<file path="src/rtl/core/integer_to_ascii_formatter_assert.svh">
// Assertion macros for the integer to ASCII formatter.
// Included by the RTL files that check their own sequencing; needs no package.
`ifndef INTEGER_TO_ASCII_FORMATTER_ASSERT_SVH
`define INTEGER_TO_ASCII_FORMATTER_ASSERT_SVH
`ifndef NO_ASSERTIONS
// Same-cycle implication: cons holds whenever ante holds.
`define ITOA_ASSERT_IMPL(label, ck, rs, ante, cons) \
  label: assert property (@(posedge ck) disable iff (rs) (ante) |-> (cons)) \
    else $error("itoa same-cycle check failed");
// Next-cycle implication: cons holds in the cycle after ante.
`define ITOA_ASSERT_NEXT(label, ck, rs, ante, cons) \
  label: assert property (@(posedge ck) disable iff (rs) (ante) |=> (cons)) \
    else $error("itoa next-cycle check failed");
`else
`define ITOA_ASSERT_IMPL(label, ck, rs, ante, cons)
`define ITOA_ASSERT_NEXT(label, ck, rs, ante, cons)
`endif
`endif

</file>
<file path="src/rtl/core/itoa_pkg.sv">
// Shared types, codes and character helpers for the integer to ASCII formatter.
// No dependencies; used by the top level.
package itoa_pkg;

  // Format select codes
  typedef logic [1:0] opcode_t;
  localparam opcode_t OP_DEC    = 2'd0;
  localparam opcode_t OP_HEX_LO = 2'd1;
  localparam opcode_t OP_HEX_UP = 2'd2;
  localparam opcode_t OP_PTR    = 2'd3;

  // ASCII codes
  localparam logic [7:0] CH_ZERO   = 8'h30;
  localparam logic [7:0] CH_LOWER  = 8'h61;
  localparam logic [7:0] CH_UPPER  = 8'h41;
  localparam logic [7:0] CH_MINUS  = 8'h2d;
  localparam logic [7:0] CH_X      = 8'h78;
  localparam logic [7:0] CH_LPAREN = 8'h28;
  localparam logic [7:0] CH_N      = 8'h6e;
  localparam logic [7:0] CH_I      = 8'h69;
  localparam logic [7:0] CH_L      = 8'h6c;
  localparam logic [7:0] CH_RPAREN = 8'h29;

  // Input and output items
  typedef struct packed {
    opcode_t     opcode;
    logic [63:0] value;
  } req_t;

  typedef struct packed {
    logic [7:0] character;
    logic       last;
  } rsp_t;

  // Text sent ahead of the digits
  typedef enum logic [1:0] {
    PK_NONE  = 2'd0,
    PK_MINUS = 2'd1,
    PK_0X    = 2'd2,
    PK_NIL   = 2'd3
  } prefix_t;

  // Index of the final character of a prefix
  function automatic logic [2:0] prefix_last(input prefix_t kind);
    logic [2:0] idx;
    case (kind)
      PK_0X:   idx = 3'd1;
      PK_NIL:  idx = 3'd4;
      default: idx = 3'd0;
    endcase
    return idx;
  endfunction

  // Character at position idx of a prefix
  function automatic logic [7:0] prefix_char(input prefix_t kind, input logic [2:0] idx);
    logic [7:0] ch;
    case (kind)
      PK_MINUS: ch = CH_MINUS;
      PK_0X:    ch = (idx == 3'd0) ? CH_ZERO : CH_X;
      PK_NIL: begin
        case (idx)
          3'd0:    ch = CH_LPAREN;
          3'd1:    ch = CH_N;
          3'd2:    ch = CH_I;
          3'd3:    ch = CH_L;
          default: ch = CH_RPAREN;
        endcase
      end
      default:  ch = CH_ZERO;
    endcase
    return ch;
  endfunction

  // One digit (decimal or hex) to ASCII
  function automatic logic [7:0] digit_char(input logic [3:0] d, input logic upper);
    logic [7:0] ch;
    if (d < 4'd10) begin
      ch = CH_ZERO + {4'h0, d};
    end else if (upper) begin
      ch = CH_UPPER + {4'h0, d} - 8'd10;
    end else begin
      ch = CH_LOWER + {4'h0, d} - 8'd10;
    end
    return ch;
  endfunction

endpackage

</file>
<file path="src/rtl/core/itoa_bcd_conv.sv">
// Iterative binary to BCD converter (shift and add-3), one bit per cycle.
// Standalone; instantiated by integer_to_ascii_formatter.
module itoa_bcd_conv #(
  parameter int VALUE_BITS = 64,
  parameter int DIGITS     = 20
) (
  input  logic                  clk,
  input  logic                  rst,
  input  logic                  start,
  input  logic [VALUE_BITS-1:0] magnitude,
  output logic                  done,
  output logic [DIGITS*4-1:0]   bcd
);

  localparam int CW = $clog2(VALUE_BITS + 1);

  logic [VALUE_BITS-1:0] bin;
  logic [DIGITS*4-1:0]   bcd_adj;
  logic [CW-1:0]         count;

  // add-3 correction on every digit lane
  always_comb begin
    for (int i = 0; i < DIGITS; i++) begin
      bcd_adj[i*4 +: 4] = (bcd[i*4 +: 4] >= 4'd5) ? bcd[i*4 +: 4] + 4'd3 : bcd[i*4 +: 4];
    end
  end

  // bit counter
  always_ff @(posedge clk) begin
    if (rst) begin
      count <= '0;
    end else if (start) begin
      count <= CW'(VALUE_BITS);
    end else if (count != '0) begin
      count <= count - 1'b1;
    end
  end

  // shift the next binary bit into the corrected digits
  always_ff @(posedge clk) begin
    if (start) begin
      bin <= magnitude;
      bcd <= '0;
    end else if (count != '0) begin
      bcd <= {bcd_adj[DIGITS*4-2:0], bin[VALUE_BITS-1]};
      bin <= {bin[VALUE_BITS-2:0], 1'b0};
    end
  end

  assign done = (count == '0);

endmodule

</file>
<file path="src/rtl/core/integer_to_ascii_formatter.sv">
// Integer to ASCII formatter: signed decimal, hex and pointer text, one character per item.
// Depends on itoa_pkg, itoa_bcd_conv and integer_to_ascii_formatter_assert.svh.
//
// One request is taken at a time and its text leaves as one character per output item,
// the last flagged. A decimal request first runs the shift-and-add-3 converter. For
// every request but a nil pointer, leading zero digits are then dropped at one per cycle,
// and the remaining digits are sent in order, each when the output register is free.
// Dropped and sent digits together always number DEC_DIGITS for a decimal request, and
// a minus sign goes ahead of the digits of a negative value. Hex requests skip the
// converter. A pointer adds the prefix "0x", and a nil pointer sends "(nil)" alone. The
// text passes through a single output register, and output stalls hold the prefix and
// digit states. The request side is ready again as soon as the final character sits in
// the output register.
`include "integer_to_ascii_formatter_assert.svh"
module integer_to_ascii_formatter import itoa_pkg::*; #(
  parameter int VALUE_BITS = 64
) (
  input  logic clk,
  input  logic rst,
  input  logic req_valid,
  output logic req_ready,
  input  req_t req,
  output logic rsp_valid,
  input  logic rsp_ready,
  output rsp_t rsp
);

  localparam int DEC_DIGITS = (VALUE_BITS * 1233) / 4096 + 1;
  localparam int HEX_DIGITS = (VALUE_BITS + 3) / 4;
  localparam int BUF_DIGITS = (DEC_DIGITS > HEX_DIGITS) ? DEC_DIGITS : HEX_DIGITS;
  localparam int BW         = BUF_DIGITS * 4;
  localparam int CW         = $clog2(BUF_DIGITS + 1);
  localparam int HEX_SHIFT  = (BUF_DIGITS - HEX_DIGITS) * 4;
  localparam int DEC_SHIFT  = (BUF_DIGITS - DEC_DIGITS) * 4;

  typedef enum logic [4:0] {
    S_IDLE = 5'b00001,
    S_CONV = 5'b00010,
    S_SKIP = 5'b00100,
    S_PRE  = 5'b01000,
    S_DIG  = 5'b10000
  } state_t;

  state_t                  state;
  logic [BW-1:0]           digit_buf;
  logic [CW-1:0]           dig_left;
  prefix_t                 pre_kind;
  logic [2:0]              pre_idx;
  logic                    upper;
  logic [VALUE_BITS-1:0]   value_in;
  logic                    negative;
  logic [VALUE_BITS-1:0]   magnitude;
  logic [BW-1:0]           hex_load;
  logic                    accept;
  logic                    emit_ok;
  logic                    emit;
  logic                    conv_start;
  logic                    conv_done;
  logic [DEC_DIGITS*4-1:0] bcd;
  logic [3:0]              top_digit;
  logic                    pre_end;

  // request decode
  assign value_in   = req.value[VALUE_BITS-1:0];
  assign negative   = value_in[VALUE_BITS-1];
  assign magnitude  = negative ? (~value_in) + {{(VALUE_BITS-1){1'b0}}, 1'b1} : value_in;
  assign hex_load   = BW'(value_in) << HEX_SHIFT;
  assign req_ready  = (state == S_IDLE);
  assign accept     = req_valid && req_ready;
  assign conv_start = accept && (req.opcode == OP_DEC);
  assign emit_ok    = !rsp_valid || rsp_ready;
  assign emit       = (state == S_PRE || state == S_DIG) && emit_ok;
  assign top_digit  = digit_buf[BW-1 -: 4];
  assign pre_end    = (pre_idx == prefix_last(pre_kind));

  itoa_bcd_conv #(
    .VALUE_BITS (VALUE_BITS),
    .DIGITS     (DEC_DIGITS)
  ) u_conv (
    .clk       (clk),
    .rst       (rst),
    .start     (conv_start),
    .magnitude (magnitude),
    .done      (conv_done),
    .bcd       (bcd)
  );

  // sequencer
  always_ff @(posedge clk) begin
    if (rst) begin
      state     <= S_IDLE;
      rsp_valid <= 1'b0;
      dig_left  <= '0;
      pre_kind  <= PK_NONE;
      pre_idx   <= '0;
    end else begin
      // output register holds its item until taken
      rsp_valid <= emit || (rsp_valid && !rsp_ready);
      unique case (state)
        S_IDLE: begin
          if (accept) begin
            pre_idx <= '0;
            case (req.opcode)
              OP_DEC: begin
                state    <= S_CONV;
                dig_left <= CW'(DEC_DIGITS);
                pre_kind <= negative ? PK_MINUS : PK_NONE;
              end
              OP_PTR: begin
                dig_left <= CW'(HEX_DIGITS);
                if (value_in == '0) begin
                  state    <= S_PRE;
                  pre_kind <= PK_NIL;
                end else begin
                  state    <= S_SKIP;
                  pre_kind <= PK_0X;
                end
              end
              default: begin
                state    <= S_SKIP;
                dig_left <= CW'(HEX_DIGITS);
                pre_kind <= PK_NONE;
              end
            endcase
          end
        end
        S_CONV: begin
          if (conv_done) begin
            state <= S_SKIP;
          end
        end
        S_SKIP: begin
          if (top_digit == 4'd0 && dig_left > CW'(1)) begin
            dig_left <= dig_left - 1'b1;
          end else begin
            state <= (pre_kind == PK_NONE) ? S_DIG : S_PRE;
          end
        end
        S_PRE: begin
          if (emit_ok) begin
            pre_idx   <= pre_idx + 3'd1;
            if (pre_end) begin
              state <= (pre_kind == PK_NIL) ? S_IDLE : S_DIG;
            end
          end
        end
        S_DIG: begin
          if (emit_ok) begin
            dig_left  <= dig_left - 1'b1;
            if (dig_left == CW'(1)) begin
              state <= S_IDLE;
            end
          end
        end
        default: state <= S_IDLE;
      endcase
    end
  end

  // digit buffer and output register
  always_ff @(posedge clk) begin
    if (accept) begin
      upper     <= (req.opcode == OP_HEX_UP);
      digit_buf <= hex_load;
    end else if (state == S_CONV && conv_done) begin
      digit_buf <= BW'(bcd) << DEC_SHIFT;
    end else if (state == S_SKIP && top_digit == 4'd0 && dig_left > CW'(1)) begin
      digit_buf <= digit_buf << 4;
    end else if (state == S_DIG && emit_ok) begin
      digit_buf <= digit_buf << 4;
    end
    if (state == S_PRE && emit_ok) begin
      rsp.character <= prefix_char(pre_kind, pre_idx);
      rsp.last      <= (pre_kind == PK_NIL) && pre_end;
    end else if (state == S_DIG && emit_ok) begin
      rsp.character <= digit_char(top_digit, upper);
      rsp.last      <= (dig_left == CW'(1));
    end
  end

  // sequencing checks
  `ITOA_ASSERT_IMPL(a_dig_has_digits, clk, rst, state == S_DIG, dig_left != '0)
  `ITOA_ASSERT_IMPL(a_pre_has_text, clk, rst, state == S_PRE, pre_kind != PK_NONE)
  `ITOA_ASSERT_NEXT(a_accept_busy, clk, rst, req_valid && req_ready, !req_ready)
  `ITOA_ASSERT_NEXT(a_conv_wait, clk, rst, state == S_CONV && !conv_done, state == S_CONV)
  `ITOA_ASSERT_NEXT(a_final_digit, clk, rst, state == S_DIG && emit_ok && dig_left == CW'(1), state == S_IDLE && rsp_valid && rsp.last)

endmodule
</file>
<file path="config.mk">
export PLATFORM = sky130hd
export DESIGN_NAME = integer_to_ascii_formatter
export DESIGN_NICKNAME = d
export VERILOG_FILES = /design/src/rtl/core/itoa_pkg.sv /design/src/rtl/core/itoa_bcd_conv.sv /design/src/rtl/core/integer_to_ascii_formatter.sv
export VERILOG_INCLUDE_DIRS = /design/src /design/src/rtl/core
export SDC_FILE = /design/constraint.sdc
export NUM_CORES = 1
export LEC_CHECK = 0
export BUFFER_PORTS_ARGS = -buffer_cell sky130_fd_sc_hd__buf_2
export CAP_MARGIN = 5
export CORE_MARGIN = 3
export CORE_UTILIZATION = 62
export CTS_CLUSTER_DIAMETER = 120
export CTS_CLUSTER_SIZE = 8
export DETAILED_ROUTE_END_ITERATION = 10
export GPL_ROUTABILITY_DRIVEN = 0
export PLACE_DENSITY = 0.87
export SYNTH_ARGS = -nofsm -noshare
export SYNTH_HDL_FRONTEND = slang
export SYNTH_SLANG_ARGS = --single-unit
</file>
<file path="constraint.sdc">
create_clock -name clk -period 4.9 [get_ports clk]
set_input_delay 0.49 -clock clk [delete_from_list [all_inputs] [get_ports clk]]
set_output_delay 0.49 -clock clk [all_outputs]
set_load 0.005 [all_outputs]
</file>
==> impl_results.md, run 1 <==
* Synth top area share at 28.5%
* Post-synth EDFFs at 137
* Setup CP Type: register to register
* Total routed wirelength at 36,000 um
* ANT cells at 0
* Avg Inst Size Synth at 8.58 um2
* Crit path required time at 5.06 ns
* Reg clk slew, reported paths at 0.05 ns
* Setup violators final at 0
* Core ar. at 0.0228 mm2
* HPWL Detailed at 23,900 um
* CTS tree: yes
* Port bufs at 79
* Antenna viol nets, final at 0
* CTS root buf: clkbuf_16
* Final setup TNS at 0 ns
* Crit path cell chain: or3b_1 -> or3_1 -> inv_2 -> nand2_2 -> nand2_2 -> buf_4
* Share of cells above drive strength 1 at 9.88%
* Synthesized instance count at 1,683
* Vias per inst at 6.19
* Clk sinks at 256
* Final hold violations at 0
* Clock buffer count from CTS at 37
* Clock Latency Late Sink at 0.50 ns
* First-pass detailed-route iteration total at 8
* Fin crit share at 72.1%
* Commonest cells in the netlist: 292 x nand2_1, 174 x o21ai_0, 162 x nor2_1, 154 x a21oi_1, 137 x edfxtp_1
* Post-synth top area cell: edfxtp_1
* #FFs+latches synth at 256
* I/O pin cnt at 81
* Unique masters post-synth at 72
* Core Rows at 55
* Die Footprint at 0.0252 mm2
* Min-delay worst type: input pin to register
* Final clock skew at 0.0137 ns
* Achievable Freq at 283 MHz
* Clock buffer depth at 3
* Initial DRC Count at 1,405
* Critical path arrival at 3.70 ns
* First-pass GRT wire length at 57,300 um
* YS warnings at 0
* Max Slew Vio Count at 0
* Grt ovf at 0
* Most numerous cell in the Yosys netlist: nand2_1
* Starting Density at 63.4%
* Die width at 159 um
* Top_reg_cell synth: edfxtp_1
* Synthesis-to-finish area growth at 9.98%
* # fillers at 1,613
* Number of remaining DRC errors at 0
* Relative slew slack at 12.1%
* Synth async-reset ratio at 0%
* CTS resizes at 0
* Gr usage total at 27.9%
* Min Tclk post-route at 3.53 ns
* Status: completed
* Register area share after synthesis at 45.0%
* Kind of end point of the critical path: register
* Leading post-synthesis cells by cell area: edfxtp_1 28%, dfxtp_1 16%, nand2_1 7.6%, o21ai_0 6.0%, a21oi_1 5.3%
* Final hold slack at 0.342 ns
* Routed wire per std cell at 17.6 um
* Finished Core Util at 69.7%
* Max incr delay on CP at 0.93 ns
* Largest net degree at the start of global routing at 121
* Max Cap Violations at 0
* Crit-path max FO at 40
* Post-Syn Area at 0.0144 mm2
* Via count at 12,600
* Die H at 159 um
* Unrepaired setup endpoints after global routing: no
* Post-Syn Nets at 1,809
* CP max stage cell: nand2_2
* Leakage at 6.16 nW
* Most used cell, CP: nand2_2
* Startpoint class of the critical path: register
* Worst-Margin Slew at 1.31 ns
* Initial antenna violation count at 0
* Number of H-tree levels at 2
* Final net count at 1,836
* VDD IR-drop max at 0.000590 V
* Vias in the first global route at 11,700
* Hold_buf cts at 0
* Post-CTS Setup Repair Bufs at 0
* Cell Pwr Density at 685 mW/mm2
* Total power at 10.9 mW
==> where the power goes <==
part | switching, mW | internal, mW | leakage [nW]
sequential | 0.669 | 3.67 | 2.35
combinational | 2.69 | 1.59 | 3.33
clock | 0.878 | 1.39 | 0.482
==> cells in the final DEF (no fill, tap or decap), drive strengths merged, types with 56 or more instances in the layout <==
cell type    n
inv         60
xor2        61
o21ai      185
dfxtp      119
nor2       163
buf         93
nand2      293
ha          56
edfxtp     137
clkbuf      59
a21oi      154
==> routing by layer <==
layer,GRT usage [%],routed length (um),vias to the layer above
met5,0,0,-
met4,10.9,1140,0
met3,5.79,3600,113
met2,44.3,16600,640
met1,37.6,14700,5902
li1,-,-,5982
==> metrics by stage <==
| stage | area, um2 | setup slack (ns) | cells |
|---|---|---|---|
| 6_report | 15900 | 1.37 | 2043 |
| 5_1_grt | 15900 | 1.15 | 2043 |
| 4_1_cts | 15900 | 1.41 | 2043 |
| 3_5_place_dp | 14900 | 1.40 | 1984 |
| 3_3_place_gp | 14900 | 1.49 | 1984 |
| 2_1_floorplan | 14400 | 1.24 | 1683 |
==> cells by family (layout without fill, tap and decap cells) <==
family,after synthesis,count (layout),share of synthesized area [%]
multiplexers,8,8,0.563
AO/OA/AOI/OAI,466,466,18.6
adder cells (fa/ha/maj),56,56,4.85
flip-flops,256,256,45.0
XOR/XNOR,88,88,5.34
AND/OR/NAND/NOR,643,643,20.7
buffers and inverters,165,212,4.94
other,1,1,0.0260
==> critical path, delay by kind of cell, from the launching register on <==
family        cells  cell delay (ns)
buf+inv           2             0.57
simple gates      4             2.18
flops             1             0.43
==> cell type report <==
cell class	instances	area (um2)	area share, %
multi-input cells	1262	7260	45.7
inverters	60	225	1.42
clock buffers	59	1010	6.35
repair buffers	93	500	3.15
well taps	313	392	2.47
flip-flops and latches	256	6500	40.9
==> sequential cells by signal, indices dropped and copies added, names as in the netlist, 2 cells and up <==
name,count
u_conv.bin,64
u_conv.bcd,80
pre_idx,3
u_conv.count,7
digit_buf,80
pre_kind,2
state,5
rsp,8
dig_left,5
==> final timing paths <==
path                       start        endpoint  slack [ns]  depth (start not counted)
setup reg to reg        state[0]   digit_buf[77]        1.37                          6
hold reg to reg   u_conv.bcd[77]  u_conv.bcd[77]        0.48                          2
hold / removal           req[32]   digit_buf[48]        0.34                          3
setup / recovery        state[0]   digit_buf[77]        1.37                          6
(Power assumes the default switching activity.)
==> run 2: changes to the inputs <==
--- a/config.mk
+++ b/config.mk
@@ -6,6 +6,7 @@
 export SDC_FILE = /design/constraint.sdc
 export NUM_CORES = 1
 export LEC_CHECK = 0
+export ABC_AREA = 1
 export BUFFER_PORTS_ARGS = -buffer_cell sky130_fd_sc_hd__buf_2
 export CAP_MARGIN = 5
 export CORE_MARGIN = 3
==> constraint.sdc (replaced) <==
create_clock -name clk -period 3.4 [get_ports clk]
set_input_delay 0.34 -clock clk [delete_from_list [all_inputs] [get_ports clk]]
set_output_delay 0.34 -clock clk [all_outputs]
set_load 0.005 [all_outputs]
==> impl_results.md, run 2 <==
* Status: completed
* # fillers at 1,794 (+11%)
* HPWL Detailed at 26,900 um (+12%)
* Antenna viol nets, final at 0 (unchanged)
* Non-filler cells, final at 2,388 (+17%)
* Post-Syn Nets at 2,122 (+17%)
* Post-CTS Setup Repair Bufs at 0 (unchanged)
* Inst Count DP at 2,326 (+17%)
* Crit path required time at 3.63 ns (-1.43 ns)
* Max Cap Violations at 0 (unchanged)
* CP bufs+invs at 3 (+1)
* YS warnings at 0 (unchanged)
* Synth top area share at 27.3% (-1.2 points)
* Fin crit share at 72.9% (+0.83 points)
* ANT cells at 0 (unchanged)
* Die Footprint at 0.0262 mm2 (+4.3%)
* Reg clk slew, reported paths at 0.05 ns (about the same)
* Most numerous cell in the Yosys netlist: nand2_1
* Finished Core Util at 70.3% (+0.62 points)
* FF-to-FF path depth at 10 (+4)
* Max Slew Vio Count at 0 (unchanged)
* Largest delay share family, worst path: buffers and inverters
* Commonest non-fill, non-tap cell in the layout: nand2_1
* First-pass detailed-route iteration total at 9 (+1)
* Max incr delay on CP at 0.59 ns (-0.34 ns)
* CTS tree: yes
* Leading post-synthesis cells by cell area: edfxtp_1 27%, dfxtp_1 16%, nand2_1 13%, o21ai_0 8.9%, a21oi_1 4.8%
* Crit-path max FO at 84 (+110%)
* #FFs+latches synth at 256 (unchanged)
* Achievable Freq at 403 MHz (+42%)
* Via count at 14,100 (+11%)
* Initial DRC Count at 1,842 (+31%)
* Clock Latency Late Sink at 0.52 ns (+0.02 ns)
* Min-delay worst type: input pin to register
* First-pass GRT wire length at 64,000 um (+12%)
* Clock buffer depth at 3 (unchanged)
* Core Rows at 56 (+1.8%)
* Synthesis-to-finish area growth at 10.4%
* Adder-cell share of the synthesized area at 4.64% (-0.21 points)
* CP max stage cell: buf_4
* Multiplexer share of the synthesized area at 0% (-0.56 points)
* Final hold slack at 0.179 ns (-0.163 ns)
* CTS resizes at 0 (unchanged)
* Final setup TNS at 0 ns (unchanged)
* Worst-Margin Slew at 0.841 ns (-0.466 ns)
* Synthesized instance count at 1,996 (+19%)
* Die width at 162 um (+2.1%)
* Hold_buf cts at 0 (unchanged)
* Register area share after synthesis at 43.1% (-1.9 points)
* Number of H-tree levels at 2 (unchanged)
* Cell Pwr Density at 847 mW/mm2 (+24%)
* Share of cells above drive strength 1 at 8.80% (-1.1 points)
* Hold path depth at 2 (-1)
* Core ar. at 0.0237 mm2 (+4.0%)
* Most frequent cells in the layout: 506 x nand2_1, 269 x o21ai_0, 193 x nor2_1, 181 x inv_1, 145 x a21oi_1
* Compound-Gate Fraction of Synth Area at 16.5% (-2.1 points)
* Die H at 162 um (+2.1%)
* Unrepaired setup endpoints after global routing: no
* Kind of end point of the critical path: register
* I/O pin cnt at 81 (unchanged)
* Clk sinks at 256 (unchanged)
* Port bufs at 79 (unchanged)
* Number of remaining DRC errors at 0 (unchanged)
* Critical path arrival at 2.71 ns (-0.99 ns)
* Min Tclk post-route at 2.48 ns (-1.05 ns)
* Number of stages on the worst setup path at 10 (+4)
* Largest net degree at the start of global routing at 93 (-23%)
* Routed wire per std cell at 16.5 um (-6.6%)
* Synth async-reset ratio at 0% (unchanged)
* Post-synth top area cell: edfxtp_1
* Avg Inst Size Synth at 7.56 um2 (-12%)
* Grt ovf at 0 (unchanged)
* Main combinational cell family by area after synthesis: simple AND/OR/NAND/NOR gates
* Final net count at 2,172 (+18%)
* Gr usage total at 29.5% (+1.6 points)
* Post-Syn Area at 0.0151 mm2 (+4.5%)
* Vias per inst at 5.89 (-4.8%)
* Starting Density at 63.7% (+0.32 points)
* Simple-gate share of the synthesized area at 23.8% (+3.1 points)
* Top_reg_cell synth: edfxtp_1
* XOR/XNOR Fraction of Synth Area at 4.35% (-0.98 points)
* Unique masters post-synth at 40 (-44%)
* Final hold violations at 0 (unchanged)
* VDD IR-drop max at 0.000538 V (-8.9%)
* Total routed wirelength at 39,300 um (+9.2%)
* Top flop regs: digit_buf (80), u_conv.bcd (80), u_conv.bin (64)
* Setup violators final at 0 (unchanged)
* Commonest cells in the netlist: 507 x nand2_1, 269 x o21ai_0, 193 x nor2_1, 182 x inv_1, 145 x a21oi_1
* Initial antenna violation count at 0 (unchanged)
* Final clock skew at 0.0168 ns (+0.00307 ns)
* Crit path cell chain: inv_1 -> ha_1 -> inv_1 -> nor3_2 -> nand2_4 -> nor2_4 -> buf_4 -> nand2_1 -> o21ai_0 -> o21ai_0
* Vias in the first global route at 13,600 (+17%)
* Relative slew slack at 43.8% (+32 points)
* Leakage at 7.22 nW (+17%)
* Post-synth EDFFs at 137 (unchanged)
* CTS root buf: clkbuf_16
* Setup CP Type: register to register
* Startpoint class of the critical path: register
* Clock buffer count from CTS at 37 (unchanged)
-- run 2: kinds of logic (layout without fill, tap and decap cells) --
family          Yosys count  after routing
xor+xnor                 75             75
other cells               1              1
simple gates            852            852
fa+ha+maj                56             56
buf+inv                 272            345
compound gates          484            484
flops                   256            256
-- run 2: final cells by class --
cell class / count / area, um2 / share of cell area, %
flip-flops and latches: 256 / 6500 / 39.0
multi-input cells: 1468 / 7440 / 44.7
repair buffers: 93 / 538 / 3.23
inverters: 190 / 713 / 4.28
clock buffers: 61 / 1060 / 6.35
well taps: 319 / 399 / 2.40
clock inverters: 1 / 8.76 / 0.0526
-- run 2: routing by layer --
metal / wire length (um) / up-vias / part of all wire, % / track usage [%]
met5: 0 / - / 0 / 0
met4: 1940 / 0 / 4.9 / 14.3
met3: 4020 / 187 / 10 / 5.89
met2: 18600 / 766 / 47 / 49.7
met1: 14800 / 6392 / 38 / 36.5
li1: - / 6711 / - / -
-- run 2: power by group --
| part | switching (mW) | internal, mW | leakage, nW |
|---|---|---|---|
| clock | 1.32 | 2.10 | 0.511 |
| sequential | 0.666 | 4.80 | 2.35 |
| combinational | 3.39 | 1.83 | 4.36 |
| total | 5.38 | 8.73 | 7.22 |
-- run 2: stage by stage --
step	setup WS [ns]	area [um2]	power (mW)
floorplan	0.425	15100	9.33
global placement	1.04	15600	10.2
detailed placement	0.960	15600	10.6
CTS	0.944	16700	14.1
global route	0.641	16700	15.1
finish	0.921	16700	14.1
-- run 2: final timing paths --
kind	from	end	slack (ns)
worst max-delay path	u_conv.count[0]	digit_buf[46]	0.92
worst min-delay path	rst	dig_left[2]	0.18
worst max register to register	u_conv.count[0]	digit_buf[46]	0.92
worst min register to register	u_conv.count[0]	u_conv.count[0]	0.46
-- run 2: worst reg2reg max path: cells and delay by family (launching register included) --
family | cells | cell delay [ns]
fa+ha+maj | 1 | 0.16
flops | 1 | 0.30
compound gates | 2 | 0.26
simple gates | 4 | 0.72
buf+inv | 3 | 0.75
==> run 3: changes to the inputs <==
==> constraint.sdc (replaced) <==
create_clock -name clk -period 2.52 [get_ports clk]
set_input_delay 0.252 -clock clk [delete_from_list [all_inputs] [get_ports clk]]
set_output_delay 0.252 -clock clk [all_outputs]
set_load 0.005 [all_outputs]
==> impl_results.md, run 3 (same netlist as run 2, synthesis figures left out) <==
* Max Cap Violations at 0 (unchanged)
* Clock buffer depth at 3 (unchanged)
* Largest delay share family, worst path: simple AND/OR/NAND/NOR gates
* Largest net degree at the start of global routing at 115 (+24%)
* Clock buffer count from CTS at 37 (unchanged)
* Place WS at 0.265 ns (-0.695 ns)
* Starting Density at 63.7% (unchanged)
* Min Tclk post-route at 2.28 ns (-0.199 ns)
* Final hold violations at 0 (unchanged)
* Gr usage total at 29.8% (+0.25 points)
* Fin crit share at 90.5% (+18 points)
* ANT cells at 0 (unchanged)
* Die H at 162 um (unchanged)
* Port bufs at 79 (unchanged)
* FF-to-FF path depth at 7 (-3)
* Final setup TNS at 0 ns (unchanged)
* Initial antenna violation count at 0 (unchanged)
* Worst setup margin at 0.240 ns (-0.681 ns)
* Share of cells above drive strength 1 at 9.41% (+0.61 points)
* Relative slew slack at 44.4% (+0.58 points)
* Commonest non-fill, non-tap cell in the layout: nand2_1
* Unrepaired setup endpoints after global routing: no
* Cell Pwr Density at 1130 mW/mm2 (+34%)
* Min-delay worst type: input pin to register
* Area after DPL at 0.0158 mm2 (+1.2%)
* Clk sinks at 256 (unchanged)
* Synthesis-to-finish area growth at 11.2%
* Critical path arrival at 2.53 ns (-0.18 ns)
* VDD IR-drop max at 0.000778 V (+45%)
* Vias in the first global route at 13,700 (+0.79%)
* Crit path required time at 2.77 ns (-0.86 ns)
* Most frequent cells in the layout: 506 x nand2_1, 269 x o21ai_0, 192 x nor2_1, 181 x inv_1, 145 x a21oi_1
* Setup CP Type: register to register
* HPWL Detailed at 27,300 um (+1.3%)
* Achievable Freq at 439 MHz (+8.7%)
* Die width at 162 um (unchanged)
* Final clock skew at 0.0180 ns (+0.00124 ns)
* Die Footprint at 0.0262 mm2 (unchanged)
* Fin area at 0.0168 mm2 (+0.74%)
* Via count at 14,000 (-0.34%)
* Grt ovf at 0 (unchanged)
* Clock Latency Late Sink at 0.51 ns (about the same)
* Top flop regs: digit_buf (80), u_conv.bcd (80), u_conv.bin (64)
* Hold_buf cts at 0 (unchanged)
* CP max stage cell: nor3_1
* Reg clk slew, reported paths at 0.05 ns (about the same)
* Core Rows at 56 (unchanged)
* Vias per inst at 5.88 (about the same)
* Core ar. at 0.0237 mm2 (unchanged)
* I/O pin cnt at 81 (unchanged)
* CTS resizes at 0 (unchanged)
* Routed wire per std cell at 16.5 um (about the same)
* Hold path depth at 3 (+1)
* Startpoint class of the critical path: register
* Antenna viol nets, final at 0 (unchanged)
* Leakage at 7.29 nW (+0.89%)
* Worst-Margin Slew at 0.834 ns (-0.00751 ns)
* Post-CTS Setup Repair Bufs at 0 (unchanged)
* Total routed wirelength at 39,200 um (-0.21%)
* Crit-path max FO at 37 (-56%)
* Crit path cell chain: nor3_1 -> nand2_1 -> nand4_2 -> nand3_4 -> nor2_4 -> clkinvlp_4 -> buf_12
* Initial DRC Count at 1,648 (-11%)
* CTS tree: yes
* Max incr delay on CP at 0.35 ns (-0.24 ns)
* Number of stages on the worst setup path at 7 (-3)
* Final hold slack at 0.105 ns (-0.0740 ns)
* CTS root buf: clkbuf_16
* Kind of end point of the critical path: register
* Number of remaining DRC errors at 0 (unchanged)
* First-pass GRT wire length at 64,200 um (+0.35%)
* Status: completed
* First-pass detailed-route iteration total at 6 (-3)
* Finished Core Util at 70.9% (+0.52 points)
* Max Slew Vio Count at 0 (unchanged)
* Final net count at 2,183 (+0.51%)
* Setup violators final at 0 (unchanged)
* CP bufs+invs at 2 (-1)
* Number of H-tree levels at 2 (unchanged)
[run 3: changes by cell type in the layout (fill, tap and decap cells not counted), moves of 2 or more]
cell and delta:
clkbuf_1 -18, buf_4 +4, inv_2 -2, buf_12 +7
[run 3: final timing paths]
kind,slack [ns],endpoint,start
worst max-delay path,0.24,digit_buf[16],dig_left[0]
worst min-delay path,0.11,digit_buf[77],req[61]
worst max register to register,0.24,digit_buf[16],dig_left[0]
worst min register to register,0.46,digit_buf[3],digit_buf[3]
[run 3: final cells by class]
type	instances	area, um2
sequential	256	6500
timing repair buffer	104	708
multi-input combinational	1468	7460
inverter	190	719
clock inverter	1	8.76
tap	319	399
clock buffer	43	991
fill	1808	6900
[run 3: report_power, final]
group          total (mW)  internal [mW]  switching (mW)
Combinational        7.23           2.65            4.58
Clock                4.42           2.72            1.70
Sequential           7.36           6.47           0.888
Total                19.0           11.8            7.17
[run 3: tightest hold or removal path, cell delays in order]
cell and delay, ns:
buf_2 0.12, nand2_1 0.05, o21ai_0 0.06
[run 3: per-layer routing]
metal | wire length [um] | vias to the layer above | part of all wire (%) | track usage [%]
met2 | 19100 | 744 | 49 | 51.5
met5 | 0 | - | 0 | 0
li1 | - | 6715 | - | -
met4 | 1770 | 0 | 4.5 | 14.6
met3 | 3530 | 172 | 9.0 | 6.20
met1 | 14800 | 6377 | 38 | 35.4
[run 3: metrics by stage]
step                std cells  total power [mW]
finish                   2381              19.0
global route             2381              20.4
CTS                      2381              19.0
detailed placement       2337              14.5
global placement         2337              14.0
floorplan                1996              12.6
